### config.mk
export PLATFORM = sky130hd
export DESIGN_NAME = motion_note_detector
export DESIGN_NICKNAME = d
export VERILOG_FILES = /design/src/hw/rtl/mnd_pkg.sv /design/src/hw/rtl/mnd_cfg_regs.sv /design/src/hw/rtl/mnd_core.sv /design/src/hw/rtl/motion_note_detector.sv
export SDC_FILE = /design/constraint.sdc
export NUM_CORES = 1
export LEC_CHECK = 0
export BUFFER_PORTS_ARGS = -buffer_cell sky130_fd_sc_hd__clkbuf_2
export CAP_MARGIN = 10
export CORE_UTILIZATION = 39
export CTS_CLUSTER_DIAMETER = 30
export DETAILED_ROUTE_END_ITERATION = 12
export GPL_TIMING_DRIVEN = 0
export SKIP_LAST_GASP = 1
export SYNTH_ARGS = -nofsm -noshare
export SYNTH_HDL_FRONTEND = slang
export SYNTH_SLANG_ARGS = --single-unit
export TNS_END_PERCENT = 50
### constraint.sdc
create_clock -name clk -period 6.7 [get_ports clk]
set_input_delay 1.005 -clock clk [delete_from_list [all_inputs] [get_ports clk]]
set_output_delay 1.005 -clock clk [all_outputs]
set_load 0.05 [all_outputs]
### src/hw/rtl/mnd_pkg.sv
// shared types and constants for the motion note detector
package mnd_pkg;

    localparam int SAMPLE_WIDTH_DEF = 16;
    localparam int CFG_INDEX_W      = 3;
    localparam int CFG_DATA_W       = 17;
    localparam int COUNT_W          = 9;

    localparam logic [CFG_INDEX_W-1:0] REG_RISE_THRESHOLD  = 3'd0;
    localparam logic [CFG_INDEX_W-1:0] REG_FALL_THRESHOLD  = 3'd1;
    localparam logic [CFG_INDEX_W-1:0] REG_CATCH_THRESHOLD = 3'd2;
    localparam logic [CFG_INDEX_W-1:0] REG_SUM_LIMIT       = 3'd3;
    localparam logic [CFG_INDEX_W-1:0] REG_MAX_COUNT       = 3'd4;

    localparam logic        [15:0] RISE_RESET  = 16'd500;
    localparam logic signed [16:0] FALL_RESET  = -17'sd500;
    localparam logic signed [16:0] CATCH_RESET = -17'sd2000;
    localparam logic signed [16:0] LIMIT_RESET = 17'sd0;
    localparam logic        [7:0]  MAX_RESET   = 8'd20;

    typedef struct packed {
        logic        [15:0] rise_threshold;
        logic signed [16:0] fall_threshold;
        logic signed [16:0] catch_threshold;
        logic signed [16:0] sum_limit;
        logic        [7:0]  max_count;
    } cfg_t;

endpackage

### src/hw/rtl/mnd_cfg_regs.sv
// configuration register file of the motion note detector
module mnd_cfg_regs (
    input  logic                             clk,
    input  logic                             rst_n,
    input  logic                             cfg_write,
    input  logic [mnd_pkg::CFG_INDEX_W-1:0]  cfg_index,
    input  logic [mnd_pkg::CFG_DATA_W-1:0]   cfg_data,
    output mnd_pkg::cfg_t                    cfg
);
    import mnd_pkg::*;

    cfg_t cfg_reg;

    always_ff @(posedge clk or negedge rst_n)
    begin
        if (!rst_n)
        begin
            cfg_reg.rise_threshold  <= RISE_RESET;
            cfg_reg.fall_threshold  <= FALL_RESET;
            cfg_reg.catch_threshold <= CATCH_RESET;
            cfg_reg.sum_limit       <= LIMIT_RESET;
            cfg_reg.max_count       <= MAX_RESET;
        end
        else if (cfg_write)
        begin
            case (cfg_index)
                REG_RISE_THRESHOLD:  cfg_reg.rise_threshold  <= cfg_data[15:0];
                REG_FALL_THRESHOLD:  cfg_reg.fall_threshold  <= $signed(cfg_data);
                REG_CATCH_THRESHOLD: cfg_reg.catch_threshold <= $signed(cfg_data);
                REG_SUM_LIMIT:       cfg_reg.sum_limit       <= $signed(cfg_data);
                REG_MAX_COUNT:       cfg_reg.max_count       <= cfg_data[7:0];
                default:             ;
            endcase
        end
    end

    assign cfg = cfg_reg;

endmodule

### src/hw/rtl/mnd_core.sv
// detector state and one-step update: difference, arm, sum, counter, note
module mnd_core #(
    parameter int SAMPLE_WIDTH = mnd_pkg::SAMPLE_WIDTH_DEF
) (
    input  logic                           clk,
    input  logic                           rst_n,
    input  logic                           step,
    input  logic signed [SAMPLE_WIDTH-1:0] sample,
    input  mnd_pkg::cfg_t                  cfg,
    output logic                           note
);
    import mnd_pkg::*;

    localparam int SUM_W = SAMPLE_WIDTH + 2;
    localparam int CMP_W = (SUM_W > 18) ? SUM_W : 18;

    logic signed [SAMPLE_WIDTH-1:0] prev_reg;
    logic signed [SUM_W-1:0]        sum_reg, sum_next;
    logic        [COUNT_W-1:0]      count_reg, count_next;
    logic                           armed_reg, armed_next;
    logic                           falling_reg, falling_next;
    logic                           last_note_reg;

    logic signed [CMP_W-1:0]   diff;
    logic signed [SUM_W-1:0]   sum_upd;
    logic        [COUNT_W-1:0] count_upd;
    logic                      armed_upd, falling_upd, note_int, clear;

    always_comb
    begin
        diff      = CMP_W'(sample) - CMP_W'(prev_reg);
        armed_upd = armed_reg || (diff >= CMP_W'($signed({1'b0, cfg.rise_threshold})));

        if (armed_upd)
        begin
            falling_upd = (diff <= CMP_W'(cfg.fall_threshold));
            count_upd   = count_reg + COUNT_W'(1) + COUNT_W'(falling_upd);
            sum_upd     = SUM_W'(CMP_W'(sum_reg) + diff);
        end
        else
        begin
            falling_upd = falling_reg;
            count_upd   = count_reg;
            sum_upd     = '0;
        end

        // large unarmed fall counts on its own, unless the last step flagged
        if ((diff <= CMP_W'(cfg.catch_threshold)) && !last_note_reg && !armed_upd)
            note_int = 1'b1;
        else
            note_int = (CMP_W'(sum_upd) <= CMP_W'(cfg.sum_limit)) && armed_upd && falling_upd;

        clear = note_int || (count_upd >= COUNT_W'(cfg.max_count));

        armed_next   = clear ? 1'b0 : armed_upd;
        falling_next = clear ? 1'b0 : falling_upd;
        count_next   = clear ? '0 : count_upd;
        sum_next     = clear ? '0 : sum_upd;
    end

    always_ff @(posedge clk or negedge rst_n)
    begin
        if (!rst_n)
        begin
            prev_reg      <= '0;
            sum_reg       <= '0;
            count_reg     <= '0;
            armed_reg     <= 1'b0;
            falling_reg   <= 1'b0;
            last_note_reg <= 1'b0;
        end
        else if (step)
        begin
            prev_reg      <= sample;
            sum_reg       <= sum_next;
            count_reg     <= count_next;
            armed_reg     <= armed_next;
            falling_reg   <= falling_next;
            last_note_reg <= note_int;
        end
    end

    assign note = note_int;

endmodule

### src/hw/rtl/motion_note_detector.sv
// an accepted word waits in the input register; its note then moves into the result register
// throughput: one word per cycle; a held result stalls the input register once it is full
// sample_ready falls only while both registers are full and note_ready is low
// the one-step state update sits between the input register and result register
// reset clears configuration to defaults, detector state to zero, pipeline empty
module motion_note_detector #(
    parameter int SAMPLE_WIDTH = mnd_pkg::SAMPLE_WIDTH_DEF
) (
    input  logic                             clk,
    input  logic                             rst_n,
    input  logic                             cfg_write,
    input  logic [mnd_pkg::CFG_INDEX_W-1:0]  cfg_index,
    input  logic [mnd_pkg::CFG_DATA_W-1:0]   cfg_data,
    input  logic                             sample_valid,
    output logic                             sample_ready,
    input  logic signed [SAMPLE_WIDTH-1:0]   sample,
    output logic                             note_valid,
    input  logic                             note_ready,
    output logic                             note_detected
);
    import mnd_pkg::*;

    cfg_t cfg;

    logic                           in_valid_reg;
    logic signed [SAMPLE_WIDTH-1:0] sample_reg;
    logic                           out_valid_reg;
    logic                           note_reg;
    logic                           advance;
    logic                           note;

    assign advance      = !out_valid_reg || note_ready;
    assign sample_ready = !in_valid_reg || advance;

    mnd_cfg_regs u_cfg (
        .clk       (clk),
        .rst_n     (rst_n),
        .cfg_write (cfg_write),
        .cfg_index (cfg_index),
        .cfg_data  (cfg_data),
        .cfg       (cfg)
    );

    mnd_core #(
        .SAMPLE_WIDTH (SAMPLE_WIDTH)
    ) u_core (
        .clk    (clk),
        .rst_n  (rst_n),
        .step   (advance && in_valid_reg),
        .sample (sample_reg),
        .cfg    (cfg),
        .note   (note)
    );

    always_ff @(posedge clk or negedge rst_n)
    begin
        if (!rst_n)
        begin
            in_valid_reg  <= 1'b0;
            out_valid_reg <= 1'b0;
        end
        else
        begin
            if (sample_ready)
                in_valid_reg <= sample_valid;
            if (advance)
                out_valid_reg <= in_valid_reg;
        end
    end

    always_ff @(posedge clk)
    begin
        if (sample_valid && sample_ready)
            sample_reg <= sample;
        if (advance && in_valid_reg)
            note_reg <= note;
    end

    assign note_valid    = out_valid_reg;
    assign note_detected = note_reg;

endmodule

==> results of run 1 <==
-- worst max-delay path, delay by kind of cell (launching register included) --
kind	cells	cell delay (ps)
AND/OR/NAND/NOR	6	1000
flip-flops	1	410
AO/OA/AOI/OAI	15	3410
buffers and inverters	3	500
adder cells (fa/ha/maj)	3	900
XOR/XNOR	1	190
-- cells in the mapped netlist (3+ instances only) --
| master | count |
|---|---|
| nor2_1 | 42 |
| inv_1 | 112 |
| nand2b_1 | 8 |
| o41ai_1 | 7 |
| o211ai_1 | 3 |
| o21bai_1 | 6 |
| a221oi_1 | 4 |
| nor4_1 | 3 |
| and3_1 | 4 |
| and2_1 | 7 |
| a21o_1 | 18 |
| edfxtp_1 | 17 |
| mux2_2 | 22 |
| o21ai_1 | 12 |
| or2_2 | 4 |
| dfrtp_1 | 96 |
| nand4_1 | 13 |
| dfstp_2 | 26 |
| nor2b_1 | 6 |
| a311oi_1 | 3 |
| xnor2_1 | 21 |
| a21oi_1 | 51 |
| nand3_1 | 19 |
| xor2_1 | 16 |
| ha_1 | 111 |
| a211oi_1 | 7 |
| nand2_1 | 138 |
| buf_6 | 5 |
| nor3_1 | 12 |
| o21ai_0 | 91 |
| o31ai_1 | 4 |
| clkbuf_1 | 22 |
| o21a_1 | 3 |
-- through the flow --
stage	setup TNS [ps]	hold slack, ps
finish	0	458
global route	-1460	459
CTS	0	460
detailed placement	-21810	474
global placement	-22790	469
floorplan	0	450
-- worst max-delay path by stage --
stage                            start             endpoint  slack, ps  cells past startpoint
finish                   sample_reg[1]  u_core.count_reg[4]        140                     28
detailed placement  u_core.prev_reg[0]    u_core.sum_reg[3]       -840                     31
CTS                      sample_reg[1]    u_core.sum_reg[3]         20                     29
global route        u_core.prev_reg[0]   u_core.sum_reg[16]        -80                     32
global placement         sample_reg[0]   u_core.sum_reg[17]       -870                     32
floorplan           u_core.prev_reg[0]   u_core.sum_reg[17]        970                     32
-- logic make-up (layout without fill, tap and decap cells) --
logic type      count (synthesis)  after routing  synth area share [%]
compound gates                231            231                  16.3
fa+ha+maj                     113            113                  16.2
xor+xnor                       38             38                  3.86
simple gates                  266            267                  13.6
buf+inv                       142            249                  6.49
mux                            22             22                  2.81
flops                         139            139                  40.7
-- layout make-up --
class / count / area, sq um
inverter: 113 / 424
timing repair buffer: 76 / 566
clock buffer: 19 / 464
fill: 2069 / 11300
tap: 280 / 350
sequential: 139 / 3600
multi-input combinational: 671 / 5080
clock inverter: 13 / 114
buffer: 28 / 174
-- routing by layer --
layer,vias up,GRT usage [%]
met4,0,7.60
met5,-,0
met3,40,3.41
li1,3481,-
met2,145,34.0
met1,3356,28.2
-- power by group --
group / total, W / leakage [nW] / internal (W) / switching (W)
clock network: 0.000927 / 0.287 / 0.000544 / 0.000383
registers: 0.00114 / 1.63 / 0.00106 / 0.0000813
logic: 0.00294 / 3.08 / 0.00129 / 0.00165
-- repair_timing --
item | CTS | global route
buffers inserted | 13 | 15
gates cloned | 1 | 4
pin swaps | 14 | 36
setup endpoints to repair | 29 | 29
resized for setup | 19 | 66
==> flow_summary.yaml, run 1 <==
clocking:
  cts_buffers: 17
  cts.path.max_buffers: 2
  clock_latency_ps: 430
  postCtsHoldBufs: 0
  clk_pin_slew_ps: 60
  cts_tree: "yes"
  h-tree-depth: 4
  cts_sinks: 139
  cts_root_buf: "clkbuf_16"
placed_design:
  dp_hpwl_mm: 16.9
  place_area_sq_um: 9430
  place_congestion: 0.879
  pre_cts_slack_ps: -836
  post-place-cells: 1275
  portBuffers: 43
status:
  violations: "design-rule violations"
  status: "finished with violations"
power:
  ir_drop_uv: 228
  power_w: 0.00500
  p_leak_nw: 5.00
  power.density_nw_per_um2: 465
critical_path:
  endpoint_kind: "flip-flop"
  r2r_setup_slack_ps: 140
  reg2reg_from: "sample_reg[1]"
  slowest_stage: "a2111oi_4"
  critPathMaxFanout: 5
  max_stage_delay_ps: 510
  worstRegToRegCells: 28
  crit_arrival_ps: 6840
  cp.required_ps: 6980
  reg2reg_to: "u_core.count_reg[4]"
  startpoint_type: "flip-flop"
  crit_type: "flip-flop to flip-flop"
cells_and_area:
  nNetsFinal: 1200
  final_common_cell: "nand2_1"
  largest_reg_flops: 75
  layoutNonFillerInstCount: 1339
  syn2layout_area_growth_pct: 22.0
  fin_util_pct: 48.9
  drive_gt1_share_pct: 21.8
  diodes: 0
  fin_area_sq_um: 10800
  layout_common_cells: "nand2_1 (135), inv_1 (111), ha_1 (106)"
global_routing:
  antenna_found_initial: 0
  grt_max_degree: 96
  grt_pass1_wl_mm: 37.1
  grt_pass1_vias: 6765
  grt_overflow: 0
  grtUsageTotal_pct: 20.9
floorplan:
  row_count: 54
  die-area_sq_um: 23200
  io_pins: 44
  die_w_um: 152
  die_h_um: 152
  start_util_pct: 40.1
  coreArea_sq_um: 22000
drt:
  viasPerCell: 5.24
  wl_met3_um: 870
  top_layer: "met4"
  drc: 1
  dr_wl_met2_mm: 11.4
  wl_mm: 24.2
  via_count: 7022
  wl_met1_mm: 11.2
  ant_nets: 0
  wl_per_cell_um: 18.1
  drt_iter0_markers: 332
  dr.pass1.iters: 9
sta:
  fin_skew_ps: 7.40
  worst_pin_slew_ps: 1060
  fin_crit_sh_pct: 97.9
  rsz0062_at_grt: "true"
  report.final.slew_viol_count: 0
  slew_headroom_pct: 28.8
  hold_viol: 0
  fin_ws_ps: 142
  clock.fmax_mhz: 152
  setup_viol: 0
  min_period_ps: 6560
run:
  cap_violations: 0
yosys:
  yosysSeqAreaShare_pct: 40.7
  yosysWarnings: 0
  yosys-top-cells-area: "dfrtp_1 (27%), ha_1 (16%), dfstp_2 (7.7%)"
  netlist_instances: 951
  synth-edff-count: 17
  synth_fp_nets: 1105
  async_reset_ff_share_pct: 87.8
  synth_largest_area_cell: "dfrtp_1"
  synth_top_area_share_pct: 27.2
  synth.distinct_cells: 65
  syn_area_per_cell_sq_um: 9.28
  netlist_area_sq_um: 8830
  ys.flop_type: "dfrtp_1"
  ys_ff_latch: 139
hold_path:
  hold_path_class: "input port to asynchronous set/reset pin"
Power figures use the tool's default switching activity.
==> inputs of run 2 (changes only) <==
--- a/config.mk
+++ b/config.mk
@@ -11,6 +11,7 @@
 export CTS_CLUSTER_DIAMETER = 30
 export DETAILED_ROUTE_END_ITERATION = 12
 export GPL_TIMING_DRIVEN = 0
+export PLACE_DENSITY_LB_ADDON = 0.2
 export SKIP_LAST_GASP = 1
 export SYNTH_ARGS = -nofsm -noshare
 export SYNTH_HDL_FRONTEND = slang
==> flow_summary.yaml, run 2 (same netlist as run 1, synthesis figures left out) <==
status:
  status: "finished with violations"
  violations: "design-rule violations"
floorplan:
  coreArea_sq_um: 22000
  die_w_um: 152
  die-area_sq_um: 23200
  die_h_um: 152
  start_util_pct: 40.1
  row_count: 54
  io_pins: 44
clocking:
  cts.path.max_buffers: 2
  cts_tree: "yes"
  cts_root_buf: "clkbuf_16"
  cts_sinks: 139
  h-tree-depth: 4
  postCtsHoldBufs: 0
  clock_latency_ps: 430
  cts_buffers: 17
  clk_pin_slew_ps: 60
drt:
  dr.pass1.iters: 8
  via_count: 6955
  ant_nets: 0
  viasPerCell: 5.21
  drc: 2
  drt_iter0_markers: 393
  wl_per_cell_um: 17.7
  wl_mm: 23.6
sta:
  report.final.slew_viol_count: 0
  worst_pin_slew_ps: 1190
  fin_skew_ps: 12.6
  fin_ws_ps: 130
  fin_crit_sh_pct: 98.1
  min_period_ps: 6570
  rsz0062_at_grt: "true"
  clock.fmax_mhz: 152
  slew_headroom_pct: 20.0
  hold_viol: 0
  setup_viol: 0
global_routing:
  grtUsageTotal_pct: 21.0
  antenna_found_initial: 0
  grt_max_degree: 65
  grt_pass1_vias: 6817
  grt_overflow: 0
  grt_pass1_wl_mm: 37.1
power:
  power_switching_w: 0.00204
  clock_power_share_pct: 20.0
  sequentialPowerShare_pct: 22.8
  ir_drop_uv: 185
  combinationalPowerShare_pct: 57.2
  p_sw_share_pct: 40.9
  p_int_w: 0.00294
  p_leak_nw: 4.98
  power.density_nw_per_um2: 462
critical_path:
  crit_arrival_ps: 6850
  max_stage_delay_ps: 450
  cp.required_ps: 6980
  endpoint_kind: "flip-flop"
  slowest_stage: "edfxtp_1"
  crit_type: "flip-flop to flip-flop"
  startpoint_type: "flip-flop"
  critPathMaxFanout: 10
cells_and_area:
  drive_gt1_share_pct: 20.7
  nNetsFinal: 1196
  syn2layout_area_growth_pct: 22.0
  fin_area_sq_um: 10800
  layoutNonFillerInstCount: 1335
  largest_reg_flops: 75
  final_common_cell: "nand2_1"
  layout_common_cells: "nand2_1 (135), inv_1 (111), ha_1 (105)"
  diodes: 0
  fin_util_pct: 48.9
placed_design:
  place_area_sq_um: 9430
  post-place-cells: 1275
  portBuffers: 43
  dp_hpwl_mm: 17.1
  pre_cts_slack_ps: -1050
  place_congestion: 0.841
hold_path:
  hold_path_class: "flip-flop to flip-flop"
run:
  cap_violations: 0
run 2: cell types whose count changed in the layout (fill, tap and decap cells not counted), sizes merged:
cell	change
inv	-3
buf	-2
clkbuf	+2
nand3	-1
bufinv	+3
clkinv	-3
run 2: critical path, delay by kind of cell (launching register included):
kind,cells,cell delay [ps]
flip-flops,1,450
XOR/XNOR,1,320
AO/OA/AOI/OAI,11,2040
adder cells (fa/ha/maj),3,930
AND/OR/NAND/NOR,13,1950
buffers and inverters,4,680
run 2: through the flow:
stage	setup TNS (ps)	power (W)	hold WS, ps
6_report	0	0.00498	487
4_1_cts	0	0.00459	491
3_3_place_gp	-27640	0.00335	466
2_1_floorplan	0	0.00280	450
5_1_grt	-3680	0.00536	504
3_5_place_dp	-27550	0.00339	476
run 2: power groups by stage:
| stage | clock (W) | combinational [W] | sequential (W) |
|---|---|---|---|
| 2_1_floorplan | 0 | 0.00166 | 0.00114 |
| 3_3_place_gp | 0 | 0.00221 | 0.00115 |
| 3_5_place_dp | 0 | 0.00224 | 0.00115 |
| 4_1_cts | 0.00101 | 0.00244 | 0.00114 |
| 5_1_grt | 0.00105 | 0.00315 | 0.00116 |
| 6_report | 0.000994 | 0.00285 | 0.00114 |
run 2: area by class of cell:
type | count | area, sq um
fill | 2067 | 11300
multi-input combinational | 670 | 5060
sequential | 139 | 3600
timing repair buffer | 72 | 542
clock buffer | 22 | 444
inverter | 113 | 424
tap | 280 | 350
buffer | 29 | 189
clock inverter | 10 | 166
run 2: per-layer routing:
layer	routed length, um	vias up	part of all wire [%]	track usage [%]
met2	10900	135	46	34.8
met4	558	0	2.4	7.22
met1	11100	3311	47	27.5
li1	-	3472	-	-
met3	989	37	4.2	3.98
met5	0	-	0	0
run 2: timing repair:
action / in CTS / in global routing
pin swaps: 16 / 36
resized for setup: 28 / 54
cloned: 0 / 3
setup buffers: 12 / 19
setup endpoints to repair: 29 / 29
run 2: worst paths after layout:
kind	cells after the start	to	startpoint	slack [ps]
min	2	u_core.sum_reg[13]	u_core.sum_reg[13]	490
max reg2reg	32	u_core.count_reg[2]	sample_reg[1]	130
max in group asynchronous	2	u_cfg.cfg[4]	rst_n	5400
max	32	u_core.count_reg[2]	sample_reg[1]	130
min reg2reg	2	u_core.sum_reg[13]	u_core.sum_reg[13]	490
min in group asynchronous	1	u_cfg.cfg[62]	rst_n	550
